## config.mk

```make
export PLATFORM = sky130hd
export DESIGN_NAME = battery_level_monitor
export DESIGN_NICKNAME = d
export VERILOG_FILES = /design/src/rtl/blm_pkg.sv /design/src/rtl/battery_level_monitor.sv
export VERILOG_INCLUDE_DIRS = /design/src /design/src/rtl
export SDC_FILE = /design/constraint.sdc
export NUM_CORES = 1
export LEC_CHECK = 0
export ABC_AREA = 1
export BUFFER_PORTS_ARGS = -buffer_cell sky130_fd_sc_hd__buf_2
export CAP_MARGIN = 10
export CORE_MARGIN = 3
export CORE_UTILIZATION = 55
export CTS_BUF_LIST = sky130_fd_sc_hd__clkbuf_16
export DETAILED_ROUTE_END_ITERATION = 12
export GPL_TIMING_DRIVEN = 0
export HOLD_SLACK_MARGIN = 0.06
export PLACE_DENSITY = 0.85
export SKIP_CTS_REPAIR_TIMING = 1
export SLEW_MARGIN = 20
export SYNTH_ARGS = -nofsm -noshare
export SYNTH_HDL_FRONTEND = slang
export SYNTH_SLANG_ARGS = --single-unit
export TNS_END_PERCENT = 30
```

## constraint.sdc

```tcl
create_clock -name clk -period 5.8 [get_ports clk]
set_input_delay 1.16 -clock clk [delete_from_list [all_inputs] [get_ports clk]]
set_output_delay 1.16 -clock clk [all_outputs]
set_load 0.01 [all_outputs]
```

## src/rtl/battery_level_monitor_macros.svh

```systemverilog
// ----------------------------------------------------------------------------
// Battery level monitor assertion macros
// Concurrent check helpers, compiled out for synthesis.
// ----------------------------------------------------------------------------
`ifndef BATTERY_LEVEL_MONITOR_MACROS_SVH
`define BATTERY_LEVEL_MONITOR_MACROS_SVH

`ifndef SYNTHESIS
// condition holds at every clock edge out of reset
`define BLM_ASSERT_ALWAYS(lbl, cond, msg) \
    lbl: assert property (@(posedge clk) disable iff (!rst_n) (cond)) else $error(msg);
// antecedent implies consequent in the same cycle
`define BLM_ASSERT_IMPLY(lbl, ante, cons, msg) \
    lbl: assert property (@(posedge clk) disable iff (!rst_n) (ante) |-> (cons)) \
        else $error(msg);
`else
`define BLM_ASSERT_ALWAYS(lbl, cond, msg)
`define BLM_ASSERT_IMPLY(lbl, ante, cons, msg)
`endif

`endif

```

## src/rtl/blm_pkg.sv

```systemverilog
// ----------------------------------------------------------------------------
// blm_pkg
// Types and fixed constants of the battery level monitor.
// ----------------------------------------------------------------------------
package blm_pkg;

    localparam int SAMPLE_W  = 10;
    localparam int SAMPLE_MAX = 1023;
    localparam int REG_W     = 10;
    localparam int NUM_REGS  = 8;
    localparam int CFG_IDX_W = 3;
    localparam int LEVEL_W   = 3;
    localparam int SOURCE_W  = 3;
    localparam int SEV_W     = 2;
    localparam int DATA_W    = 16;

    // threshold register indexes
    localparam logic [CFG_IDX_W-1:0] REG_LVL1_DOWN = 3'd0;
    localparam logic [CFG_IDX_W-1:0] REG_LVL1_UP   = 3'd1;
    localparam logic [CFG_IDX_W-1:0] REG_LVL2_DOWN = 3'd2;
    localparam logic [CFG_IDX_W-1:0] REG_LVL2_UP   = 3'd3;
    localparam logic [CFG_IDX_W-1:0] REG_LVL3_DOWN = 3'd4;
    localparam logic [CFG_IDX_W-1:0] REG_LVL3_UP   = 3'd5;
    localparam logic [CFG_IDX_W-1:0] REG_LVL4_DOWN = 3'd6;
    localparam logic [CFG_IDX_W-1:0] REG_LVL4_UP   = 3'd7;

    localparam logic [REG_W-1:0] REG_RESET [NUM_REGS] = '{
        10'd420, 10'd440, 10'd460, 10'd480, 10'd500, 10'd520, 10'd540, 10'd560
    };

    // levels
    localparam logic [LEVEL_W-1:0] LEVEL_0 = 3'd0;
    localparam logic [LEVEL_W-1:0] LEVEL_1 = 3'd1;
    localparam logic [LEVEL_W-1:0] LEVEL_2 = 3'd2;
    localparam logic [LEVEL_W-1:0] LEVEL_3 = 3'd3;
    localparam logic [LEVEL_W-1:0] LEVEL_4 = 3'd4;

    // request kind carried in tuser
    localparam logic OP_TICK   = 1'b0;
    localparam logic OP_SOURCE = 1'b1;

    // source event codes
    localparam logic [SEV_W-1:0] SEV_USB_IN    = 2'd0;
    localparam logic [SEV_W-1:0] SEV_USB_OUT   = 2'd1;
    localparam logic [SEV_W-1:0] SEV_MAINS_IN  = 2'd2;
    localparam logic [SEV_W-1:0] SEV_MAINS_OUT = 2'd3;

    // recorded source
    localparam logic [SOURCE_W-1:0] SRC_NONE      = 3'd0;
    localparam logic [SOURCE_W-1:0] SRC_USB       = 3'd1;
    localparam logic [SOURCE_W-1:0] SRC_USB_OUT   = 3'd2;
    localparam logic [SOURCE_W-1:0] SRC_MAINS     = 3'd3;
    localparam logic [SOURCE_W-1:0] SRC_MAINS_OUT = 3'd4;

    typedef enum logic [1:0] {
        ST_OFF      = 2'd0,
        ST_ON       = 2'd1,
        ST_COMPLETE = 2'd2
    } status_t;

endpackage

```

## src/rtl/battery_level_monitor.sv

```systemverilog
// ----------------------------------------------------------------------------
// battery_level_monitor
// Sample averaging, five-step level with hysteresis, charge status, shutdown.
// ----------------------------------------------------------------------------
// Each request is either a tick (tuser 0) carrying a battery sample and the
// charger flags, or a source event (tuser 1) saying USB or mains came or went.
// Every request gives exactly one result. The block takes one request per
// clock cycle while m_tready keeps the result register draining: a request is
// held in the input register, is evaluated by one pass of compare-and-add
// logic (block mean by constant reciprocal multiply, blend, threshold chain)
// and lands in the result register, which drives m_tvalid. The result
// register drains while the next request is evaluated; a stall on the master
// side backs up through the input register to s_tready. Thresholds are
// written through cfg_we/cfg_index/cfg_data and should only change while no
// request is in flight.
// ----------------------------------------------------------------------------
`include "battery_level_monitor_macros.svh"

module battery_level_monitor #(
    parameter int AVG_SAMPLES    = 8,
    parameter int SHUTDOWN_TICKS = 70,
    parameter int FULL_THRESHOLD = 580
) (
    input  logic                           clk,
    input  logic                           rst_n,
    // configuration write port
    input  logic                           cfg_we,
    input  logic [blm_pkg::CFG_IDX_W-1:0]  cfg_index,
    input  logic [blm_pkg::REG_W-1:0]      cfg_data,
    // request stream
    input  logic                           s_tvalid,
    output logic                           s_tready,
    // [9:0] sample, [10] charger_off, [11] charger_busy, [13:12] source_event
    input  logic [blm_pkg::DATA_W-1:0]     s_tdata,
    // [0] opcode
    input  logic [0:0]                     s_tuser,
    // result stream
    output logic                           m_tvalid,
    input  logic                           m_tready,
    // [0] event_valid, [3:1] level, [6:4] source, [8:7] status,
    // [9] full_flag, [10] power_down
    output logic [blm_pkg::DATA_W-1:0]     m_tdata
);

    import blm_pkg::*;

    // accumulator sized for AVG_SAMPLES full-scale samples
    localparam int SUM_W   = $clog2(AVG_SAMPLES * SAMPLE_MAX + 1);
    localparam int CNT_W   = $clog2(AVG_SAMPLES + 1);
    localparam int SD_W    = $clog2(SHUTDOWN_TICKS + 1);
    // exact floor division by reciprocal: q = (sum * RECIP) >> SHIFT
    localparam int SHIFT   = SUM_W + $clog2(AVG_SAMPLES);
    localparam int RECIP_W = SUM_W + 2;
    localparam int PROD_W  = SUM_W + RECIP_W;
    localparam logic [63:0] RECIP_FULL =
        ((64'd1 << SHIFT) + 64'(AVG_SAMPLES) - 64'd1) / 64'(AVG_SAMPLES);
    localparam logic [RECIP_W-1:0] RECIP    = RECIP_FULL[RECIP_W-1:0];
    localparam logic [CNT_W-1:0]   CNT_LIM  = CNT_W'(AVG_SAMPLES);
    localparam logic [SD_W-1:0]    SD_LIM   = SD_W'(SHUTDOWN_TICKS);
    localparam logic [SAMPLE_W-1:0] FULL_LIM = SAMPLE_W'(FULL_THRESHOLD);
    localparam int PAD_W   = DATA_W - (1 + LEVEL_W + SOURCE_W + 2 + 1 + 1);

    // ------------------------------------------------------------------
    // threshold registers
    // ------------------------------------------------------------------
    logic [REG_W-1:0] lvl_reg [NUM_REGS];

    always_ff @(posedge clk or negedge rst_n)
    begin
        if (!rst_n)
        begin
            for (int i = 0; i < NUM_REGS; i++)
            begin
                lvl_reg[i] <= REG_RESET[i];
            end
        end
        else if (cfg_we)
        begin
            lvl_reg[cfg_index] <= cfg_data;
        end
    end

    // ------------------------------------------------------------------
    // input register and handshake
    // ------------------------------------------------------------------
    logic                in_valid_reg;
    logic                in_op_reg;
    logic [SAMPLE_W-1:0] in_sample_reg;
    logic                in_off_reg;
    logic                in_busy_reg;
    logic [SEV_W-1:0]    in_sev_reg;
    logic                out_valid_reg;
    logic                advance;

    // evaluate when the result register is free or draining this cycle
    assign advance  = in_valid_reg && (!out_valid_reg || m_tready);
    assign s_tready = !in_valid_reg || advance;

    always_ff @(posedge clk or negedge rst_n)
    begin
        if (!rst_n)
        begin
            in_valid_reg <= 1'b0;
        end
        else if (s_tready)
        begin
            in_valid_reg <= s_tvalid;
        end
    end

    always_ff @(posedge clk)
    begin
        if (s_tready && s_tvalid)
        begin
            in_op_reg     <= s_tuser[0];
            in_sample_reg <= s_tdata[SAMPLE_W-1:0];
            in_off_reg    <= s_tdata[10];
            in_busy_reg   <= s_tdata[11];
            in_sev_reg    <= s_tdata[13:12];
        end
    end

    // ------------------------------------------------------------------
    // monitor state
    // ------------------------------------------------------------------
    logic [SUM_W-1:0]    sample_sum_reg,     sample_sum_next;
    logic [CNT_W-1:0]    sample_count_reg,   sample_count_next;
    logic [SAMPLE_W-1:0] old_avg_reg,        old_avg_next;
    logic [SAMPLE_W-1:0] new_avg_reg,        new_avg_next;
    logic                seeded_reg,         seeded_next;
    logic [LEVEL_W-1:0]  level_reg,          level_next;
    status_t             status_reg,         status_next;
    logic                complete_reg,       complete_next;
    logic [SOURCE_W-1:0] source_reg,         source_next;
    logic                dirty_reg,          dirty_next;
    logic [SD_W-1:0]     sd_count_reg,       sd_count_next;
    logic                ev_next;
    logic                pd_next;

    // block mean and blend
    logic [PROD_W-1:0]   prod;
    logic [SAMPLE_W-1:0] mean;
    logic [SAMPLE_W-1:0] old_eff;
    logic [SAMPLE_W:0]   blend_sum;
    logic [SAMPLE_W-1:0] blend;
    logic [LEVEL_W-1:0]  level_step;

    assign prod      = PROD_W'(sample_sum_reg) * PROD_W'(RECIP);
    assign mean      = prod[SHIFT +: SAMPLE_W];
    assign old_eff   = seeded_reg ? old_avg_reg : mean;
    assign blend_sum = {1'b0, old_eff} + {1'b0, mean};
    assign blend     = blend_sum[SAMPLE_W:1];

    // hysteresis rules, first match wins
    always_comb
    begin
        if (level_reg == LEVEL_3 && blend > lvl_reg[REG_LVL4_UP])
            level_step = LEVEL_4;
        else if (level_reg == LEVEL_4 && blend < lvl_reg[REG_LVL4_DOWN])
            level_step = LEVEL_3;
        else if (level_reg == LEVEL_2 && blend > lvl_reg[REG_LVL3_UP])
            level_step = LEVEL_3;
        else if (level_reg == LEVEL_3 && blend < lvl_reg[REG_LVL3_DOWN])
            level_step = LEVEL_2;
        else if (level_reg == LEVEL_1 && blend > lvl_reg[REG_LVL2_UP])
            level_step = LEVEL_2;
        else if (level_reg == LEVEL_2 && blend < lvl_reg[REG_LVL2_DOWN])
            level_step = LEVEL_1;
        else if (level_reg == LEVEL_0 && blend > lvl_reg[REG_LVL1_UP])
            level_step = LEVEL_1;
        else if (level_reg == LEVEL_1 && blend < lvl_reg[REG_LVL1_DOWN])
            level_step = LEVEL_0;
        else
            level_step = level_reg;
    end

    always_comb
    begin
        sample_sum_next   = sample_sum_reg;
        sample_count_next = sample_count_reg;
        old_avg_next      = old_avg_reg;
        new_avg_next      = new_avg_reg;
        seeded_next       = seeded_reg;
        level_next        = level_reg;
        status_next       = status_reg;
        complete_next     = complete_reg;
        source_next       = source_reg;
        dirty_next        = dirty_reg;
        sd_count_next     = sd_count_reg;
        ev_next           = 1'b0;
        pd_next           = 1'b0;

        if (in_op_reg == OP_SOURCE)
        begin
            sample_sum_next   = '0;
            sample_count_next = '0;
            dirty_next        = 1'b1;
            unique case (in_sev_reg)
                SEV_USB_IN:    source_next = SRC_USB;
                SEV_USB_OUT:
                begin
                    source_next   = SRC_USB_OUT;
                    complete_next = 1'b0;
                end
                SEV_MAINS_IN:  source_next = SRC_MAINS;
                SEV_MAINS_OUT:
                begin
                    source_next   = SRC_MAINS_OUT;
                    complete_next = 1'b0;
                end
                default:       source_next = source_reg;
            endcase
        end
        else
        begin
            if (sample_count_reg < CNT_LIM)
            begin
                sample_count_next = sample_count_reg + CNT_W'(1);
                sample_sum_next   = sample_sum_reg + SUM_W'(in_sample_reg);
            end
            else
            begin
                // block close: this tick's sample is dropped
                seeded_next       = 1'b1;
                new_avg_next      = mean;
                old_avg_next      = blend;
                level_next        = level_step;
                sample_count_next = '0;
                sample_sum_next   = '0;
            end

            if (!in_off_reg)
            begin
                if (status_reg != ST_COMPLETE || new_avg_next <= FULL_LIM)
                    status_next = ST_ON;
            end
            else
            begin
                status_next = ST_OFF;
            end

            if (new_avg_next > FULL_LIM && status_next == ST_ON &&
                !in_busy_reg && level_next == LEVEL_4)
            begin
                complete_next = 1'b1;
                status_next   = ST_COMPLETE;
            end

            ev_next    = (level_next != level_reg) || (status_next != status_reg) ||
                         dirty_reg;
            dirty_next = 1'b0;

            if (level_next == LEVEL_0 && status_next == ST_OFF)
            begin
                if (sd_count_reg < SD_LIM)
                    sd_count_next = sd_count_reg + SD_W'(1);
                else if (sd_count_reg == SD_LIM)
                    pd_next = 1'b1;
            end
        end
    end

    always_ff @(posedge clk or negedge rst_n)
    begin
        if (!rst_n)
        begin
            sample_sum_reg   <= '0;
            sample_count_reg <= '0;
            old_avg_reg      <= '0;
            new_avg_reg      <= '0;
            seeded_reg       <= 1'b0;
            level_reg        <= LEVEL_4;
            status_reg       <= ST_OFF;
            complete_reg     <= 1'b0;
            source_reg       <= SRC_NONE;
            dirty_reg        <= 1'b0;
            sd_count_reg     <= '0;
        end
        else if (advance)
        begin
            sample_sum_reg   <= sample_sum_next;
            sample_count_reg <= sample_count_next;
            old_avg_reg      <= old_avg_next;
            new_avg_reg      <= new_avg_next;
            seeded_reg       <= seeded_next;
            level_reg        <= level_next;
            status_reg       <= status_next;
            complete_reg     <= complete_next;
            source_reg       <= source_next;
            dirty_reg        <= dirty_next;
            sd_count_reg     <= sd_count_next;
        end
    end

    // ------------------------------------------------------------------
    // result register
    // ------------------------------------------------------------------
    logic                out_ev_reg;
    logic [LEVEL_W-1:0]  out_level_reg;
    logic [SOURCE_W-1:0] out_source_reg;
    status_t             out_status_reg;
    logic                out_full_reg;
    logic                out_pd_reg;

    always_ff @(posedge clk or negedge rst_n)
    begin
        if (!rst_n)
        begin
            out_valid_reg <= 1'b0;
        end
        else if (advance)
        begin
            out_valid_reg <= 1'b1;
        end
        else if (m_tready)
        begin
            out_valid_reg <= 1'b0;
        end
    end

    always_ff @(posedge clk)
    begin
        if (advance)
        begin
            out_ev_reg     <= ev_next;
            out_level_reg  <= level_next;
            out_source_reg <= source_next;
            out_status_reg <= status_next;
            out_full_reg   <= complete_next;
            out_pd_reg     <= pd_next;
        end
    end

    assign m_tvalid = out_valid_reg;
    assign m_tdata  = {{PAD_W{1'b0}}, out_pd_reg, out_full_reg, out_status_reg,
                       out_source_reg, out_level_reg, out_ev_reg};

    // ------------------------------------------------------------------
    // checks
    // ------------------------------------------------------------------
    `BLM_ASSERT_ALWAYS(a_level_range, level_reg <= LEVEL_4, "level above four")
    `BLM_ASSERT_ALWAYS(a_count_bound, sample_count_reg <= CNT_LIM, "sample count overrun")
    `BLM_ASSERT_ALWAYS(a_sd_bound, sd_count_reg <= SD_LIM, "shutdown count overrun")
    `BLM_ASSERT_IMPLY(a_pd_cond, out_valid_reg && out_pd_reg,
        (out_level_reg == LEVEL_0) && (out_status_reg == ST_OFF), "power-down out of state")

endmodule
```

## Yosys cells after proc, flatten, opt, wreduce, memory -nomap -nowiden

Cells that the tools add are included.

- Reduce and logical (&&, ||, !) cells: 33
- Magnitude comparators: 14
- Muxes and demuxes: 36
- Equality and inequality tests: 13
- Add/sub/neg operators: 4
- Bitwise operators: 4

Operators with widths:

| operator | number |
|---|---|
| bitwise mux 80 bit | 1 |
| greater-than comparator 10 bit | 4 |
| < comparator 10 bit | 4 |
| 2-to-1 mux 10 bit | 4 |
| 2-to-1 mux 3 bit | 12 |
| demux 10 bit (select 3 bit) | 1 |
| 2-to-1 mux 13 bit | 2 |
| logical AND 1 bit | 15 |
| adder 13 x 10 -> 13 bit | 1 |
| 2-to-1 mux 2 bit | 6 |
| one-hot mux 3 bit (4 select lines) | 1 |
| adder 10 x 10 -> 11 bit | 1 |
| greater-than comparator 10 bit, second input constant | 1 |
| less-or-equal comparator 10 bit, second input constant | 1 |
| 2-to-1 mux 4 bit | 2 |
| adder 7 x 1 -> 7 bit, second input constant | 1 |
| == test 7 bit, second input constant | 1 |
| < comparator 7 bit, second input constant | 1 |
| 2-to-1 mux 1 bit | 7 |
| == test 3 x 2 -> 1 bit, second input constant | 2 |
| == test 3 bit, second input constant | 2 |
| logical NOT 3 bit | 2 |
| logical OR 1 bit | 5 |
| adder 4 x 1 -> 4 bit, second input constant | 1 |
| other kinds (19) | 26 |

- Input port bits: 35
- Output and inout bits: 18
- Word-level logic and storage cells: 136
- Bits in registers: 163

## Longest topological paths before layout

- Word-level depth: 22
- Gate-level depth with buffers: 29

## Least setup slack after synthesis

OpenSTA, ideal clock, no wires.

- Path kind: reg-to-reg
- Start point: register seeded_reg
- End point: register sd_count_reg[0]
- Stages on the path, launching flop included: 25
- Library setup time: 0.127 ns
- Data arrival time: 3.988 ns
- Path slack: 1.685 ns
- Path through: dfrtp_1 > clkbuf_1 > nand2_1 > o21ai_0 > ha_1 > nand2_1 > o21ai_1 > a21oi_1 > o21ai_1 > a31oi_1 > o21ai_1 > xor2_1 > ha_1 > a31o_2 > nor2_1 > nand2_1 > nand2_1 > nand2_1 > nor2_1 > nor2_1 > nor2_2 > nand4_1 > nor2_2 > nand3_4 > xor2_1

- Longest elaborated chain between the ends: 21
- Elaborated cells between the ends (all ways): 36

RTL lines:

| item | line | text |
|---|---|---|
| start: declaration | battery_level_monitor.sv:130 | `logic seeded_reg, seeded_next;` |
| start signal: assignment | battery_level_monitor.sv:285 | `seeded_reg <= seeded_next;` |
| 2-to-1 mux 10 bit * | battery_level_monitor.sv:150 | `assign old_eff = seeded_reg ? old_avg_reg : mean;` |
| adder 10 x 10 -> 11 bit * | battery_level_monitor.sv:151 | `assign blend_sum = {1'b0, old_eff} + {1'b0, mean};` |
| net blend_sum[9] | battery_level_monitor.sv:144 | `logic [SAMPLE_W:0] blend_sum;` |
| < comparator 10 bit | battery_level_monitor.sv:171 | `else if (level_reg == LEVEL_1 && blend < lvl_reg[REG_LVL1_DOWN])` |
| logical AND 1 bit | battery_level_monitor.sv:171 |  |
| 2-to-1 mux 3 bit | battery_level_monitor.sv:171 |  |
| 2-to-1 mux 3 bit | battery_level_monitor.sv:169 | `else if (level_reg == LEVEL_0 && blend > lvl_reg[REG_LVL1_UP])` |
| 2-to-1 mux 3 bit | battery_level_monitor.sv:167 | `else if (level_reg == LEVEL_2 && blend < lvl_reg[REG_LVL2_DOWN])` |
| [... 6 more ...] | -- |  |
| 2-to-1 mux 3 bit * | battery_level_monitor.sv:193 | `if (in_op_reg == OP_SOURCE)` |
| == test 3 bit | battery_level_monitor.sv:243 | `!in_busy_reg && level_next == LEVEL_4)` |
| logical AND 1 bit | battery_level_monitor.sv:243 |  |
| 2-to-1 mux 2 bit | battery_level_monitor.sv:242 | `if (new_avg_next > FULL_LIM && status_next == ST_ON &&` |
| 2-to-1 mux 2 bit | battery_level_monitor.sv:193 |  |
| logical NOT 2 bit | battery_level_monitor.sv:253 | `if (level_next == LEVEL_0 && status_next == ST_OFF)` |
| logical AND 1 bit * | battery_level_monitor.sv:253 |  |
| AND reduction 4 bit (no source line) * | -- |  |
| end signal: assignment | battery_level_monitor.sv:291 | `sd_count_reg <= sd_count_next;` |
| end: declaration | battery_level_monitor.sv:136 | `logic [SD_W-1:0] sd_count_reg, sd_count_next;` |

The timed path passes the listed nets; every way through them passes the cells marked *. The select of a mux whose other input is x is not followed.
A chain may end at the register's enable or synchronous reset.

## Worst setup path after layout

Same ends and word-level chain as after synthesis.

==> impl_metrics.json <==
{
  "post_dp_cell_area_um2": 10300,
  "core_um2": 16900,
  "drtPass1Iterations": 5,
  "worst-slew-pin-transition_ns": 1.23,
  "avgViaCountPerCell": 5.45,
  "reg2regPathDepth": 25,
  "hold_path_class": "flip-flop to flip-flop",
  "worstPathArrival_ns": 5.42,
  "netlist_top_cells_count": "316 x nand2_1, 184 x inv_1, 139 x o21ai_0, 103 x dfrtp_1, 102 x ha_1",
  "grt-ovfl-total": 0,
  "yosysMostFrequentCell": "nand2_1",
  "cap_violations": 0,
  "power.total_mw": 4.78,
  "cp_max_fo": 10,
  "fillers": 1362,
  "criticalPathCategory": "flip-flop to flip-flop",
  "slew_headroom": 0.181,
  "maxSlewViolCount": 0,
  "endpoint": "sd_count_reg[0]$_DFFE_PN0P_",
  "synth_simple_gate_area_share": 0.188,
  "synth.area.mux_share": 0,
  "synth_flop_cell": "dfrtp_1",
  "port_buffers": 45,
  "rsz0062_at_grt": "no",
  "numClockSinks": 163,
  "die_h_um": 139,
  "grt_max_degree": 91,
  "period_share": 0.882,
  "synth_top_area_frac": 0.266,
  "worst_r2r_endpoint": "sd_count_reg[0]$_DFFE_PN0P_",
  "yosysWarnings": 0,
  "hpwl_um": 16100,
  "startpoint": "seeded_reg$_DFFE_PN0P_",
  "rrSetupSlack_ns": 0.69,
  "ir_drop_uv": 262,
  "ioPinCount": 53,
  "synthAdderAreaFrac": 0.136,
  "fmax_ghz": 0.196,
  "ant_nets": 0,
  "gp_congestion": 0.848,
  "synth_seq_cells": 163,
  "synthXorXnorAreaFrac": 0.0153,
  "fin_nets": 1388,
  "reg2reg_from": "seeded_reg$_DFFE_PN0P_",
  "status": "complete, no violations",
  "cts_tree": "yes",
  "routedWlPerCell_um": 15.6,
  "clockBufferDepth": 2,
  "area_growth_pct": 11.7,
  "startpoint_type": "flip-flop",
  "avgSynthCellArea_um2": 8.23,
  "netlist_area_um2": 9700,
  "drive_gt1_frac": 0.122,
  "fin_worst_skew_ns": 0.00822,
  "critPathCaptureType": "flip-flop",
  "grt_pass1_vias": 8248,
  "powerDensity_nw_per_um2": 441,
  "synth-edff-count": 26,
  "yosysTopAreaCell": "dfrtp_1",
  "die_area_um2": 19300,
  "synth_cells": 1179,
  "synth.top_cells.by_area": "dfrtp_1 27%, ha_1 13%, nand2_1 12%, dfstp_2 9.2%, edfxtp_1 8.0%",
  "synth_compound_area_frac": 0.129,
  "ys_seq_area_frac": 0.438,
  "multiInputGateArea_um2": 4610,
  "rows": 47,
  "min_period_ns": 5.11,
  "die_w_um": 139,
  "htree_levels": 4,
  "routed_wl_um": 23100,
  "routed-via-count": 8081,
  "drc_errors": 0,
  "synth_top_family_by_area": "simple AND/OR/NAND/NOR gates",
  "clk_latency_ns": 0.43,
  "grt_use_total": 0.249,
  "finalSetupViolCount": 0,
  "antenna_found_initial": 0,
  "design_area_um2": 10800,
  "n_antenna_cell": 0,
  "grt_pass1_wl_um": 39000,
  "largest_register_ffs": 80,
  "required_ns": 6.11,
  "synthDistinctLibCells": 43,
  "ys_async_sr_fraction": 0.840,
  "cts-root-buf": "clkbuf_16",
  "drt-initial-drc-count": 599,
  "hold_viol": 0,
  "cellLeakagePower_nw": 5.43,
  "timing.setup.tns_ns": 0,
  "start_util": 0.573,
  "clk_pin_slew_ns": 0.06,
  "seq_area_um2": 4250,
  "numCtsBuffers": 17
}
## layout make-up
cell class	instances	share of cell area
buffer	37	0.0192
clock buffer	18	0.0416
clock inverter	14	0.00658
inverter	185	0.0641
multi-input combinational	798	0.425
sequential	163	0.392
tap	220	0.0254
timing repair buffer	47	0.0256
## worst min path at each step
stage                                            from  slack [ns]  cells after the start                     endpoint
final                     sd_count_reg[6]$_DFFE_PN0P_        0.47                      1  sd_count_reg[6]$_DFFE_PN0P_
after global routing       old_avg_reg[1]$_DFFE_PN0P_        0.50                      2   old_avg_reg[1]$_DFFE_PN0P_
after CTS                  old_avg_reg[1]$_DFFE_PN0P_        0.48                      2   old_avg_reg[1]$_DFFE_PN0P_
after detailed placement   old_avg_reg[9]$_DFFE_PN0P_        0.47                      2   old_avg_reg[9]$_DFFE_PN0P_
after global placement     old_avg_reg[1]$_DFFE_PN0P_        0.46                      2   old_avg_reg[1]$_DFFE_PN0P_
after floorplan           sd_count_reg[6]$_DFFE_PN0P_        0.44                      1  sd_count_reg[6]$_DFFE_PN0P_
## per-layer routing
| metal | track usage | vias up | wire [um] |
|---|---|---|---|
| met5 | 0 | - | 0 |
| met4 | 0.114 | 0 | 841 |
| met3 | 0.0497 | 73 | 1470 |
| met2 | 0.412 | 266 | 11200 |
| met1 | 0.317 | 3792 | 9680 |
| li1 | - | 3950 | - |
## metrics by stage
step,hold slack [ns],instances,setup WS [ns],util
after floorplan,0.436,1183,1.69,-
after global routing,0.496,1482,0.179,0.640
after detailed placement,0.467,1449,0.645,0.608
final,0.473,1482,0.686,0.640
after global placement,0.460,1448,0.633,0.603
after CTS,0.483,1481,0.666,0.639
## power breakdown
group | switching (mW) | internal, mW | leakage [nW]
Combinational | 1.38 | 0.806 | 3.24
Sequential | 0.161 | 1.43 | 1.92
Clock | 0.438 | 0.559 | 0.272
## cells in the final DEF (no fill, tap or decap), types with 7 or more instances in the layout
| master | netlist | final |
|---|---|---|
| nand2_2 | 7 | 7 |
| a21oi_1 | 47 | 47 |
| nand4_1 | 10 | 10 |
| nor2_1 | 49 | 49 |
| dfstp_2 | 34 | 34 |
| inv_1 | 184 | 188 |
| xor2_1 | 12 | 9 |
| clkbuf_1 | 25 | 25 |
| buf_2 | 0 | 44 |
| dfrtp_1 | 103 | 103 |
| clkbuf_16 | 0 | 18 |
| o21ai_0 | 139 | 139 |
| nand3_1 | 37 | 37 |
| ha_1 | 102 | 102 |
| nor2_2 | 7 | 7 |
| nand2_1 | 316 | 316 |
| o21ai_1 | 14 | 14 |
| buf_4 | 8 | 8 |
| edfxtp_1 | 26 | 26 |
## logic make-up (layout without fill, tap and decap cells)
| logic type | after synthesis | in the layout |
|---|---|---|
| flops | 163 | 163 |
| fa+ha+maj | 104 | 104 |
| other cells | 1 | 5 |
| compound gates | 232 | 232 |
| simple gates | 440 | 440 |
| xor+xnor | 17 | 17 |
| buf+inv | 222 | 301 |
## worst max-delay path, cell delays in order, from the launching register on
cell	delay, ns
dfrtp_1	0.46
clkbuf_1	0.26
nand2_1	0.10
o21ai_0	0.16
ha_1	0.33
nand2_1	0.05
o21ai_1	0.21
a21oi_1	0.11
o21ai_1	0.26
a31oi_1	0.20
o21ai_1	0.24
xor2_2	0.64
ha_1	0.36
nand2_1	0.10
nor2_1	0.07
o211ai_1	0.09
nand3_1	0.13
nand2_1	0.10
nand2_1	0.08
nor2_1	0.10
nor2_1	0.07
nor2_2	0.18
nand4_1	0.14
nor2_2	0.20
nand3_4	0.16
xor2_1	0.19
Note: power is estimated with default switching activity, not from simulation.
